[src/rtl/mlt_pkg.sv]
// Shared constants for the motion lock trigger: item kinds, trigger modes,
// register indexes and the packing of the request and response beats.
package mlt_pkg;

   // item kinds carried in req_tuser
   localparam logic [1:0] KIND_SENSOR = 2'd0;
   localparam logic [1:0] KIND_TICK   = 2'd1;
   localparam logic [1:0] KIND_TEST   = 2'd2;

   // trigger modes
   localparam logic [1:0] TRIG_MOMENTARY = 2'd0;
   localparam logic [1:0] TRIG_TOGGLE    = 2'd1;
   localparam logic [1:0] TRIG_LATCH     = 2'd2;

   localparam logic [1:0] MASK_BOTH = 2'd3;

   // alert lane codes
   localparam logic [1:0] LANE_BOTH = 2'd0;
   localparam logic [1:0] LANE_ONE  = 2'd1;
   localparam logic [1:0] LANE_TWO  = 2'd2;

   localparam logic [1:0] ALERT_OFF = 2'd0;

   // register indexes
   localparam int CSR_IDX_W = 3;
   localparam logic [CSR_IDX_W-1:0] CSR_ENABLE       = 3'd0;
   localparam logic [CSR_IDX_W-1:0] CSR_TRIGGER_MODE = 3'd1;
   localparam logic [CSR_IDX_W-1:0] CSR_LOCK_MASK    = 3'd2;
   localparam logic [CSR_IDX_W-1:0] CSR_REARM_DELAY  = 3'd3;
   localparam logic [CSR_IDX_W-1:0] CSR_ALERT_TARGET = 3'd4;
   localparam int CSR_DATA_W = 16;

   localparam int COUNT_W = 16;

   localparam int REQ_DATA_W = 8;
   localparam int REQ_USER_W = 2;
   localparam int RSP_DATA_W = 16;

   // response field positions in rsp_tdata
   localparam int RSP_CMD_VALID_BIT = 0;
   localparam int RSP_ALERT_FIRE_BIT = 4;
   localparam int RSP_MOTION_BIT = 9;

   typedef struct packed {
      logic       motion_present;
      logic [1:0] alert_dest;
      logic [1:0] alert_lane;
      logic       alert_fire;
      logic       lock_arm;
      logic [1:0] lock_select;
      logic       lock_cmd_valid;
   } rsp_fields_type;

endpackage

[src/rtl/motion_lock_trigger_rearm_top.sv]
// Motion lock trigger with automatic re-arm, top level.
// Depends on mlt_pkg.
//
// Usage:
//   req channel: one beat per item. req_tuser holds the item kind (sensor
//   sample, one-second tick, test request), req_tdata[0] the raw active-low
//   sensor pin. Every accepted beat yields exactly one rsp beat.
//   rsp channel: lock command, alert request and the current motion flag.
//   csr port: csr_we writes csr_wdata to register csr_index;
//   write only while no item is in flight.
// Result: an accepted beat's result is written to the result register and
//   shown on rsp the next cycle.
// Throughput: one item per cycle; req_tready stays high while the result
//   register is empty or is being drained in the same cycle.
// Stall: when rsp_tready is low with a beat held, req_tready drops and the
//   held beat stays unchanged.
// Reset: synchronous, active high; registers return to their defaults
//   (enabled, momentary, lock one, delay 4, alert target 3), channel state
//   clears and the result register empties.
module motion_lock_trigger_rearm_top
   import mlt_pkg::*;
(
   input  logic                   clock,
   input  logic                   reset,
   input  logic                   req_tvalid,
   output logic                   req_tready,
   input  logic [REQ_DATA_W-1:0]  req_tdata,   // [0] pin_level, rest zero
   input  logic [REQ_USER_W-1:0]  req_tuser,   // [1:0] item kind
   output logic                   rsp_tvalid,
   input  logic                   rsp_tready,
   // [0] lock_cmd_valid, [2:1] lock_select, [3] lock_arm, [4] alert_fire,
   // [6:5] alert_lane, [8:7] alert_dest, [9] motion_present, rest zero
   output logic [RSP_DATA_W-1:0]  rsp_tdata,
   input  logic                   csr_we,
   input  logic [CSR_IDX_W-1:0]   csr_index,
   input  logic [CSR_DATA_W-1:0]  csr_wdata
);

   localparam int FIELDS_W = $bits(rsp_fields_type);

   logic               enable_ff, enable_in;
   logic [1:0]         trig_mode_ff, trig_mode_in;
   logic [1:0]         lock_mask_ff, lock_mask_in;
   logic [COUNT_W-1:0] rearm_delay_ff, rearm_delay_in;
   logic [1:0]         alert_target_ff, alert_target_in;

   logic               prev_present_ff, prev_present_in;
   logic               present_now_ff, present_now_in;
   logic               toggle_armed_ff, toggle_armed_in;
   logic [COUNT_W-1:0] tick_count_ff, tick_count_in;
   logic               timer_done_ff, timer_done_in;

   logic               rsp_valid_ff, rsp_valid_in;
   rsp_fields_type     rsp_data_ff, rsp_data_in;

   logic               accept;
   logic               present_smp;
   logic               do_edge;
   logic               latch_arm;
   logic               do_issue;
   logic               issue_arm;
   logic               issue_alert;
   logic [1:0]         mode_wr;
   rsp_fields_type     fields;

   assign req_tready = !rsp_valid_ff || rsp_tready;
   assign accept     = req_tvalid && req_tready;
   assign present_smp = !req_tdata[0];

   always_comb begin
      enable_in       = enable_ff;
      trig_mode_in    = trig_mode_ff;
      lock_mask_in    = lock_mask_ff;
      rearm_delay_in  = rearm_delay_ff;
      alert_target_in = alert_target_ff;
      prev_present_in = prev_present_ff;
      present_now_in  = present_now_ff;
      toggle_armed_in = toggle_armed_ff;
      tick_count_in   = tick_count_ff;
      timer_done_in   = timer_done_ff;
      do_edge         = 1'b0;
      latch_arm       = 1'b1;
      do_issue        = 1'b0;
      issue_arm       = 1'b0;
      issue_alert     = 1'b0;
      mode_wr         = csr_wdata[1:0];

      if (accept) begin
         case (req_tuser)
            KIND_SENSOR: begin
               present_now_in  = present_smp;
               prev_present_in = present_smp;
               latch_arm       = present_smp;
               if (enable_ff) begin
                  if (trig_mode_ff == TRIG_LATCH)
                     do_edge = present_smp != prev_present_ff;
                  else
                     do_edge = present_smp && !prev_present_ff;
               end
            end
            KIND_TICK: begin
               if (tick_count_ff >= rearm_delay_ff && !timer_done_ff) begin
                  do_issue      = 1'b1;
                  issue_arm     = 1'b1;
                  timer_done_in = 1'b1;
               end else if (tick_count_ff != {COUNT_W{1'b1}}) begin
                  tick_count_in = tick_count_ff + 1'b1;
               end
            end
            KIND_TEST: do_edge = 1'b1;
            default: ;
         endcase

         if (do_edge) begin
            do_issue    = 1'b1;
            issue_alert = 1'b1;
            if (trig_mode_ff == TRIG_LATCH) begin
               issue_arm     = latch_arm;
               timer_done_in = 1'b1;
            end else if (trig_mode_ff == TRIG_TOGGLE) begin
               toggle_armed_in = !toggle_armed_ff;
               issue_arm       = !toggle_armed_ff;
               timer_done_in   = 1'b1;
            end else begin
               issue_arm     = 1'b0;
               tick_count_in = '0;
               timer_done_in = 1'b0;
            end
         end
      end

      if (csr_we) begin
         unique case (csr_index)
            CSR_ENABLE: enable_in = csr_wdata[0];
            CSR_TRIGGER_MODE: begin
               // code 3 keeps latch, otherwise falls back to momentary
               if (mode_wr == 2'd3)
                  mode_wr = (trig_mode_ff == TRIG_LATCH) ? TRIG_LATCH : TRIG_MOMENTARY;
               if (mode_wr != TRIG_TOGGLE)
                  toggle_armed_in = 1'b0;
               trig_mode_in = mode_wr;
            end
            CSR_LOCK_MASK: begin
               if (csr_wdata[1:0] != 2'd0)
                  lock_mask_in = csr_wdata[1:0];
            end
            CSR_REARM_DELAY:  rearm_delay_in  = csr_wdata[COUNT_W-1:0];
            CSR_ALERT_TARGET: alert_target_in = csr_wdata[1:0];
            default: ;
         endcase
      end
   end

   always_comb begin
      fields = '0;
      fields.motion_present = present_now_in;
      if (do_issue) begin
         fields.lock_cmd_valid = 1'b1;
         fields.lock_select    = lock_mask_ff;
         fields.lock_arm       = issue_arm;
         if (issue_alert && alert_target_ff != ALERT_OFF) begin
            fields.alert_fire = 1'b1;
            fields.alert_dest = alert_target_ff;
            if (lock_mask_ff == MASK_BOTH)
               fields.alert_lane = LANE_BOTH;
            else if (lock_mask_ff[0])
               fields.alert_lane = LANE_ONE;
            else
               fields.alert_lane = LANE_TWO;
         end
      end
   end

   always_comb begin
      rsp_valid_in = rsp_valid_ff;
      rsp_data_in  = rsp_data_ff;
      if (accept) begin
         rsp_valid_in = 1'b1;
         rsp_data_in  = fields;
      end else if (rsp_tready) begin
         rsp_valid_in = 1'b0;
      end
   end

   always_ff @(posedge clock) begin
      if (reset) begin
         enable_ff       <= 1'b1;
         trig_mode_ff    <= TRIG_MOMENTARY;
         lock_mask_ff    <= 2'd1;
         rearm_delay_ff  <= COUNT_W'(4);
         alert_target_ff <= 2'd3;
         prev_present_ff <= 1'b0;
         present_now_ff  <= 1'b0;
         toggle_armed_ff <= 1'b0;
         tick_count_ff   <= '0;
         timer_done_ff   <= 1'b0;
         rsp_valid_ff    <= 1'b0;
      end else begin
         enable_ff       <= enable_in;
         trig_mode_ff    <= trig_mode_in;
         lock_mask_ff    <= lock_mask_in;
         rearm_delay_ff  <= rearm_delay_in;
         alert_target_ff <= alert_target_in;
         prev_present_ff <= prev_present_in;
         present_now_ff  <= present_now_in;
         toggle_armed_ff <= toggle_armed_in;
         tick_count_ff   <= tick_count_in;
         timer_done_ff   <= timer_done_in;
         rsp_valid_ff    <= rsp_valid_in;
      end
   end

   always_ff @(posedge clock) begin
      rsp_data_ff <= rsp_data_in;
   end

   assign rsp_tvalid = rsp_valid_ff;
   assign rsp_tdata  = {{(RSP_DATA_W-FIELDS_W){1'b0}}, rsp_data_ff};

endmodule

[config.mk]
export PLATFORM = sky130hd
export DESIGN_NAME = motion_lock_trigger_rearm_top
export DESIGN_NICKNAME = d
export VERILOG_FILES = /design/src/rtl/mlt_pkg.sv /design/src/rtl/motion_lock_trigger_rearm_top.sv
export SDC_FILE = /design/constraint.sdc
export NUM_CORES = 1
export LEC_CHECK = 0
export ABC_CLOCK_PERIOD_IN_PS = 2950
export BUFFER_PORTS_ARGS = -buffer_cell sky130_fd_sc_hd__buf_2
export CORE_MARGIN = 5
export CORE_UTILIZATION = 56
export DETAILED_ROUTE_END_ITERATION = 6
export GPL_TIMING_DRIVEN = 0
export PLACE_DENSITY = 0.88
export SYNTH_ARGS = -nofsm -noshare
export SYNTH_HDL_FRONTEND = slang
export SYNTH_SLANG_ARGS = --single-unit
[constraint.sdc]
create_clock -name clock -period 2.95 [get_ports clock]
set_clock_uncertainty 0.15 [all_clocks]
set_input_delay 0.59 -clock clock [delete_from_list [all_inputs] [get_ports clock]]
set_output_delay 0.59 -clock clock [all_outputs]
set_load 0.03 [all_outputs]
== Word level (Yosys, flattened, before mapping) ==
Cells that the tools add are included.

* Word-level logic and storage cells: 104
* Output and inout bits: 18
* Input bits: 34
* Flip-flop bits (word level): 54

* Muxes and demuxes: 43
* $add $sub $neg: 1
* Eq/ne operators: 13
* Magnitude comparators: 1
* Reduce and logical (&&, ||, !) cells: 26
* Bitwise operators: 2

{| class="wikitable"
|+ Operator list
! kind !! count
|-
| 16-bit two-way mux || 6
|-
| 1-bit two-way mux || 31
|-
| 16-bit by 1-bit adder with 16-bit output, second input constant || 1
|-
| 16-bit greater-or-equal comparator || 1
|-
| 16-bit inequality test, second input constant || 1
|-
| 2-bit AND reduction || 6
|-
| 2-bit two-way mux || 5
|-
| 2-bit nonzero test || 5
|-
| 2-bit equality test, second input constant || 4
|-
| 3-bit by 2-bit equality test with 1-bit output, second input constant || 2
|-
| 3-bit AND reduction || 2
|-
| 1-bit logical NOT || 5
|-
| 2-bit by 1-bit equality test with 1-bit output, second input constant || 2
|-
| 1-bit logical AND || 4
|-
| 3-bit by 1-bit equality test with 1-bit output, second input constant || 1
|-
| 3-bit equality test, second input constant || 1
|-
| 3-bit logical NOT || 1
|-
| 3-bit OR reduction || 1
|-
| 2-bit logical NOT || 1
|-
| 2-bit by 1-bit inequality test with 1-bit output, second input constant || 1
|-
| 1-bit inverter || 2
|-
| 1-bit one-hot mux with 2 select lines || 1
|-
| 1-bit logical OR || 1
|-
| 1-bit inequality test || 1
|}

== Depth between registers and ports, before layout ==
Gate-level depths: netlist (run 1).

* Depth after elaboration: 11
* Mapped depth: 9
* Mapped depth without buffers: 8

== Least setup slack after synthesis (run 1) ==
OpenSTA, ideal clock, no wires.

* Path kind: register -> register
* Start point: reg tick_count_ff[0]
* End point: reg rsp_data_ff (netlist bit rsp_tdata[1]), data pin
* Path slack: 0.543 ns
* Stages on the path, launching flop included: 10
* Buffers on the path: 1
* Setup time: 0.263 ns
* Period minus slack after synthesis: 2.407 ns
* Arrival time: 1.993 ns
* Data required time: 2.537 ns
* Cell sequence: dfxtp_1 inv_1 ha_1 nand2b_4 a2111o_1 o2111ai_2 a41oi_4 buf_6 a21oi_1 nor2b_1

* Word-level cells in the longest chain between the ends: 6

{| class="wikitable"
|+ RTL lines
! what !! RTL line !! source
|-
| start: declaration || motion_lock_trigger_rearm_top.sv:50 || <nowiki>logic [COUNT_W-1:0] tick_count_ff, tick_count_in;</nowiki>
|-
| start signal: assignment || motion_lock_trigger_rearm_top.sv:207 || <nowiki>tick_count_ff <= tick_count_in;</nowiki>
|-
| 16-bit greater-or-equal comparator || motion_lock_trigger_rearm_top.sv:102 || <nowiki>if (tick_count_ff >= rearm_delay_ff && !timer_done_ff) begin</nowiki>
|-
| 1-bit logical AND || motion_lock_trigger_rearm_top.sv:102 ||
|-
| 1-bit two-way mux || motion_lock_trigger_rearm_top.sv:102 ||
|-
| 1-bit two-way mux || motion_lock_trigger_rearm_top.sv:89 || <nowiki>case (req_tuser)</nowiki>
|-
| 1-bit two-way mux || motion_lock_trigger_rearm_top.sv:114 || <nowiki>if (do_edge) begin</nowiki>
|-
| 1-bit two-way mux || motion_lock_trigger_rearm_top.sv:88 || <nowiki>if (accept) begin</nowiki>
|-
| end signal: assignment || motion_lock_trigger_rearm_top.sv:214 || <nowiki>rsp_data_ff <= rsp_data_in;</nowiki>
|-
| end: declaration || motion_lock_trigger_rearm_top.sv:54 || <nowiki>rsp_fields_type rsp_data_ff, rsp_data_in;</nowiki>
|}

Every way passes these cells.
A chain may end at the register's enable or synchronous reset.

== Worst setup path in the final report (run 1) ==
* Start point: reg tick_count_ff[0]
* End point: reg rsp_data_ff (netlist bit rsp_tdata[2]), data pin

Same word-level chain as after synthesis.

==> metrics.txt, run 1 <==
status=complete, no violations; grt met2 use=36.3%; wire length after detailed routing=6830 um; Placed Area=3220 um^2; clock root buffer=sky130_fd_sc_hd__clkbuf_8; actual transition at the worst max-transition pin=783 ps; endpoint of the lowest-slack register-to-register path=rsp_tdata[2]$_SDFFCE_PP0P_; Setup TNS=0 ps; average cell area after synthesis=8.46 um^2; number of cells produced by synthesis=346; total via count in the routed design=2663; Routed Antenna Nets=0; dominant synthesized flop cell=sky130_fd_sc_hd__dfxtp_1; first-pass GRT wire length=11700 um; clock slew at the register clock pins of the worst setup and hold paths=100 ps; Die Width=82.3 um; largest cells by area after synthesis=sky130_fd_sc_hd__dfxtp_1 30%, sky130_fd_sc_hd__edfxtp_1 10%, sky130_fd_sc_hd__ha_1 9.0%; most used standard cells in the synthesized netlist=49 x sky130_fd_sc_hd__nand2_1, 44 x sky130_fd_sc_hd__dfxtp_1, 37 x sky130_fd_sc_hd__a21oi_1, 28 x sky130_fd_sc_hd__inv_1; area share of the largest cell type after synthesis=30.1%; drt drc=0; initial antenna violation count=0; max-capacitance violation count=0; total of cells resized after clock tree synthesis=0; Filler cells=428; number of antenna diodes=0; fraction of the cycle the final worst path needs=91.8%; starting density of the core=57.3%; total routing usage reported by global routing=22.4%; IO Port Bufs=38; final number of setup-violating endpoints=0; HPWL after DPL=5070 um; Final Net Count=451; R2R setup slack=240 ps; Total Power Consumption=1.40 mW; unrepaired setup endpoints after global routing=false; H-tree levels=2; startpoint of the lowest-slack hold path=rearm_delay_ff[8]$_SDFFE_PP0P_; 1st-pass router iterations=5; maximum vdd drop=0.299 mV; top cell type by total area after synthesis=sky130_fd_sc_hd__dfxtp_1; die area=6770 um^2; most used routing layer=met2; capture point of the worst path=rsp_tdata[2]$_SDFFCE_PP0P_; Syn. warnings=0; number of buffers inserted for hold repair after clock tree synthesis=0; Rel. slew slack=47.3%; distinct cell type count after synthesis=54; total grt overflow=0; maximum number of pins on one net before global-route repair=17; Worst Path Required=2860 ps; sequential cell area fraction in the yosys report=40.3%; number of buffers added by the clock tree synthesis step=5; length in cells of the worst reg-to-reg path=9; Netlist Area Pre-Place=2930 um^2; Synth-to-Final Area Change=13.5%; layout cells sized above 1=16.1%; type of element capturing the critical path=register; sort of element at the start of the critical path=register; Floorplan Core Area=5110 um^2; Storage cell area=1180 um^2; critical path start-end classification=register to register; Initial DRC Count=230; total count of max-transition violations in the final report=0; critical path launch point=tick_count_ff[0]$_SDFFE_PP0P_; global-route met1 utilization=27.2%; clock latency of the later-clocked register in the worst-skew pair=310 ps; area used by multi-input combinational logic=1570 um^2; I/O pin total=52; Final Instance Area=3320 um^2; largest fanout on the critical path=10; ratio of routed vias to standard cells=5.70; number of synthesized flops with an enable pin=10; global routing usage on met3=4.66%; flip-flop and latch count after synthesis=54; fmax=0.369 GHz; Reg2Reg Launch Point=tick_count_ff[0]$_SDFFE_PP0P_; ratio of total power to cell area=422 nW/um^2; TritonCTS clock tree=done; Hold Slack=310 ps; fraction of registers with async set or reset after synthesis=0%; number of global-route vias before repair=2582; Leakage=1.29 nW; Fin. Hold Viols=0; y dimension of the die=82.3 um; RePlAce Congestion=0.871; number of buffers inserted by post-CTS setup repair=0; average wire per standard cell=14.6 um; library cell with the highest instance count after synthesis=sky130_fd_sc_hd__nand2_1; Sink Count=54; CP arrival=2620 ps; class of the tightest hold or removal check=register to register; post-route minimum period=2710 ps; clock buffer depth=2; FP Rows=26
registers in the layout (all words and copies together) (netlist names), 2 cells and up:
name,count
tick_count_ff,16
rearm_delay_ff,16
rsp_tdata,10
trig_mode_ff,2
alert_target_ff,2
lock_mask_ff,2
cell usage in the layout (no fill, tap or decap), types with 6 or more instances in the layout:
| cell | count |
|---|---|
| sky130_fd_sc_hd__buf_2 | 39 |
| sky130_fd_sc_hd__dfxtp_1 | 43 |
| sky130_fd_sc_hd__nand4_1 | 8 |
| sky130_fd_sc_hd__clkbuf_1 | 9 |
| sky130_fd_sc_hd__nand3_1 | 12 |
| sky130_fd_sc_hd__nor2_1 | 21 |
| sky130_fd_sc_hd__or3_1 | 8 |
| sky130_fd_sc_hd__ha_1 | 21 |
| sky130_fd_sc_hd__and3_1 | 10 |
| sky130_fd_sc_hd__edfxtp_1 | 10 |
| sky130_fd_sc_hd__a21oi_1 | 36 |
| sky130_fd_sc_hd__nand2_1 | 49 |
| sky130_fd_sc_hd__nor2b_1 | 8 |
| sky130_fd_sc_hd__o21ai_0 | 12 |
| sky130_fd_sc_hd__inv_1 | 28 |
| sky130_fd_sc_hd__clkbuf_8 | 6 |
| sky130_fd_sc_hd__buf_4 | 6 |
| sky130_fd_sc_hd__conb_1 | 6 |
area by class of cell:
type                       instances  share of cell area [%]
buffer                            18                    2.97
clock buffer                       6                    2.48
clock inverter                     2                   0.376
inverter                          28                    3.16
multi-input combinational        251                    47.1
sequential                        54                    35.6
tap                               70                    2.63
timing repair buffer              38                    5.72
power breakdown:
group	internal (mW)	leakage, nW	switching (mW)
registers	0.772	0.458	0.0117
clock network	0.189	0.0472	0.248
logic	0.0645	0.789	0.118
stage by stage:
| stage | setup WS, ps | utilization, % | std cells |
|---|---|---|---|
| 3_5_place_dp | 118 | 63.1 | 459 |
| 6_report | 241 | 65.1 | 467 |
| 3_3_place_gp | 252 | 63.1 | 459 |
| 2_1_floorplan | 543 | - | 351 |
| 4_1_cts | 139 | 65.0 | 467 |
| 5_1_grt | 38.2 | 65.1 | 467 |
worst min-delay path by stage:
stage / to / depth (start not counted)
after floorplan: enable_ff$_SDFFE_PP1P_ / 1
after global routing: rearm_delay_ff[8]$_SDFFE_PP0P_ / 2
after CTS: rearm_delay_ff[11]$_SDFFE_PP0P_ / 2
after global placement: rearm_delay_ff[10]$_SDFFE_PP0P_ / 2
after detailed placement: rearm_delay_ff[11]$_SDFFE_PP0P_ / 2
final: rearm_delay_ff[8]$_SDFFE_PP0P_ / 2
cell families after synthesis:
kind of cell	count (synthesis)	share of synthesized area, %
compound gates	77	17.1
other cells	1	0.128
mux	3	1.07
buf+inv	46	6.97
simple gates	144	25.4
fa+ha+maj	21	8.97
flops	54	40.3
per-layer routing:
layer / vias up / wire length (um) / share of wire, %
met2: 108 / 3250 / 48
met1: 1226 / 2870 / 42
met4: 0 / 236 / 3.5
met3: 20 / 475 / 7.0
li1: 1309 / - / -
met5: - / 0 / 0
worst max-delay path: stages (launching register included):
cell	delay (ps)
sky130_fd_sc_hd__dfxtp_1	470
sky130_fd_sc_hd__inv_1	80
sky130_fd_sc_hd__ha_1	280
sky130_fd_sc_hd__nand2b_4	140
sky130_fd_sc_hd__a2111o_1	410
sky130_fd_sc_hd__o2111ai_2	130
sky130_fd_sc_hd__a41oi_4	240
sky130_fd_sc_hd__buf_6	220
sky130_fd_sc_hd__a21oi_2	240
sky130_fd_sc_hd__nor2b_1	110
Power figures use the tool's default switching activity.
==> inputs of run 2 (changes only) <==
- CELL_PAD_IN_SITES_DETAIL_PLACEMENT: default -> 1
- CELL_PAD_IN_SITES_GLOBAL_PLACEMENT: default -> 1
- CORE_UTILIZATION: 56 -> 41
- PLACE_DENSITY: 0.88 -> 0.87
==> run 2 against run 1 <==
Combinational power increased by 3%; clock-buffer cell count stayed put; global-route usage down 3.4 points; utilization fell by 16 points; cell count grew 5.6%; hold slack improved by 3.6 ps; maximum frequency is 1.8% lower; cell area rose by 1.5%; clock power up 13%; sequential power about the same; first-iteration DRC count down 38%.
==> metrics.txt, run 2 (synthesized netlist as in run 1, its figures left out) <==
status=complete, no violations (unchanged); ratio of total power to cell area=434 nW/um^2 (was 422 nW/um^2); Core Util, Final=49.1% (was 65.1%); number of buffers inserted for hold repair after clock tree synthesis=0 (unchanged); sequential cell fraction of total power=53.6% (was 55.9%); most prevalent standard cell on the critical path=sky130_fd_sc_hd__inv_1; layout cells sized above 1=16.1% (unchanged); maximum vdd drop=0.173 mV (was 0.299 mV); clock root buffer=sky130_fd_sc_hd__clkbuf_8 (unchanged); clock slew at the register clock pins of the worst setup and hold paths=110 ps (was 100 ps); Initial DRC Count=143 (was 230); H-tree levels=2 (unchanged); critical path start-end classification=register to register (unchanged); commonest cells after routing, fill and taps aside=49 x sky130_fd_sc_hd__nand2_1, 44 x sky130_fd_sc_hd__dfxtp_1, 39 x sky130_fd_sc_hd__buf_2 (was 49 x sky130_fd_sc_hd__nand2_1, 43 x sky130_fd_sc_hd__dfxtp_1, 39 x sky130_fd_sc_hd__buf_2); CP delay by family, top=compound AO/OA/AOI/OAI gates (unchanged); unrepaired setup endpoints after global routing=false (unchanged); Final Instance Area=3370 um^2 (was 3320 um^2); total via count in the routed design=2635 (was 2663); Net Switching=0.403 mW (was 0.377 mW); RePlAce Congestion=0.816 (was 0.871); first-pass GRT wire length=13400 um (was 11700 um); fraction of the cycle the final worst path needs=93.6% (was 91.8%); Final Net Count=451 (unchanged); clock buffer depth=2 (unchanged); Fin. Hold Viols=0 (unchanged); area used by multi-input combinational logic=1570 um^2 (unchanged); fmax=0.362 GHz (was 0.369 GHz); most frequent standard cell in the layout excluding fill and tap cells=sky130_fd_sc_hd__nand2_1 (unchanged); Synth-to-Final Area Change=15.2% (was 13.5%); total routing usage reported by global routing=19.0% (was 22.4%); number of buffers added by the clock tree synthesis step=5 (unchanged); Routed Antenna Nets=0 (unchanged); Filler cells=855 (was 428); maximum number of pins on one net before global-route repair=19 (was 17); I/O pin total=52 (unchanged); cell with the largest stage delay on the worst path=sky130_fd_sc_hd__dfxtp_1 (unchanged); switching part of the total power=27.5% (was 26.9%); clock share of power=33.6% (was 31.1%); number of global-route vias before repair=2805 (was 2582); max-capacitance violation count=0 (unchanged); Sink Count=54 (unchanged); Cell Int Power=1.06 mW (was 1.03 mW); sort of element at the start of the critical path=register (unchanged); initial antenna violation count=0 (unchanged); Rel. slew slack=50.3% (was 47.3%); number of antenna diodes=0 (unchanged); critical-path cell list=inv_1, ha_1, nand2b_4, a2111o_1, o2111ai_2, a41oi_4, buf_6, a21oi_2, inv_1 (was inv_1, ha_1, nand2b_4, a2111o_1, o2111ai_2, a41oi_4, buf_6, a21oi_2, nor2b_1); total count of max-transition violations in the final report=0 (unchanged); 1st-pass router iterations=4 (was 5); ratio of routed vias to standard cells=5.34 (was 5.70); Storage cell area=1180 um^2 (about the same); y dimension of the die=94.5 um (was 82.3 um); die area=8930 um^2 (was 6770 um^2); Setup TNS=0 ps (unchanged); Worst Path Required=2880 ps (was 2860 ps); drt drc=0 (unchanged); FP Rows=30 (was 26); largest fanout on the critical path=10 (unchanged); total grt overflow=0 (unchanged); Leakage=1.31 nW (was 1.29 nW); post-route minimum period=2760 ps (was 2710 ps); Floorplan Core Area=6870 um^2 (was 5110 um^2); IO Port Bufs=38 (unchanged); type of element capturing the critical path=register (unchanged); number of buffers inserted by post-CTS setup repair=0 (unchanged); starting density of the core=42.6% (was 57.3%); final number of setup-violating endpoints=0 (unchanged); Die Width=94.5 um (was 82.3 um); class of the tightest hold or removal check=register to register (unchanged); TritonCTS clock tree=done (unchanged); crit-path max cell delay=490 ps (was 470 ps); total of cells resized after clock tree synthesis=0 (unchanged); actual transition at the worst max-transition pin=739 ps (was 783 ps); HPWL after DPL=5950 um (was 5070 um); clock latency of the later-clocked register in the worst-skew pair=320 ps (was 310 ps); CP arrival=2690 ps (was 2620 ps); wire length after detailed routing=7990 um (was 6830 um); Hold Slack=313 ps (was 310 ps); R2R setup slack=190 ps (was 240 ps); combinational fraction of design power=12.8% (was 13.0%); Placed Area=3260 um^2 (was 3220 um^2); average wire per standard cell=16.2 um (was 14.6 um); CP Buf/Inv Count=3 (was 2)
## run 2: changes by cell type in the layout (fill, tap and decap cells not counted), sizes merged
cell / change
clkinvlp: -1
inv: +1
## run 2: routing by layer
metal	vias up	global-route usage [%]	share of wire [%]
li1	1309	-	-
met1	1267	23.1	44
met2	45	33.8	51
met3	14	3.27	3.4
met4	0	6.49	1.8
met5	-	0	0
## run 2: area by class of cell
class | instances | share of cell area (%)
clock buffers | 6 | 2.78
well taps | 96 | 3.56
clock inverters | 2 | 0.519
inverters | 28 | 3.12
repair buffers | 38 | 5.64
flip-flops and latches | 54 | 35.0
multi-input cells | 251 | 46.4
plain buffers | 18 | 2.97
## run 2: power groups by stage
stage | Clock (mW) | Sequential, mW | Combinational, mW
global placement | 0 | 0.800 | 0.177
global route | 0.533 | 0.788 | 0.206
finish | 0.492 | 0.785 | 0.187
detailed placement | 0 | 0.802 | 0.183
CTS | 0.507 | 0.785 | 0.187
floorplan | 0 | 0.818 | 0.103
## run 2: per-stage QoR
stage | power [mW] | std cells | worst slack (ps)
after floorplan | 0.920 | 351 | 543
after global placement | 0.977 | 485 | 170
after detailed placement | 0.985 | 485 | 130
after CTS | 1.48 | 493 | 74.6
after global routing | 1.53 | 493 | 55.4
final | 1.46 | 493 | 190
## run 2: path summary, 6_finish.rpt
path                                    from                               to  cells after the start
max            tick_count_ff[0]$_SDFFE_PP0P_           rsp_tdata[0]$_DFFE_PP_                      9
min          rearm_delay_ff[10]$_SDFFE_PP0P_  rearm_delay_ff[10]$_SDFFE_PP0P_                      2
max reg2reg    tick_count_ff[0]$_SDFFE_PP0P_           rsp_tdata[0]$_DFFE_PP_                      9
min reg2reg  rearm_delay_ff[10]$_SDFFE_PP0P_  rearm_delay_ff[10]$_SDFFE_PP0P_                      2
## run 2: tightest hold or removal path: stages, from the launching register on
cell	delay, ps
sky130_fd_sc_hd__dfxtp_1	320
sky130_fd_sc_hd__nand2_1	50
sky130_fd_sc_hd__a21oi_1	50
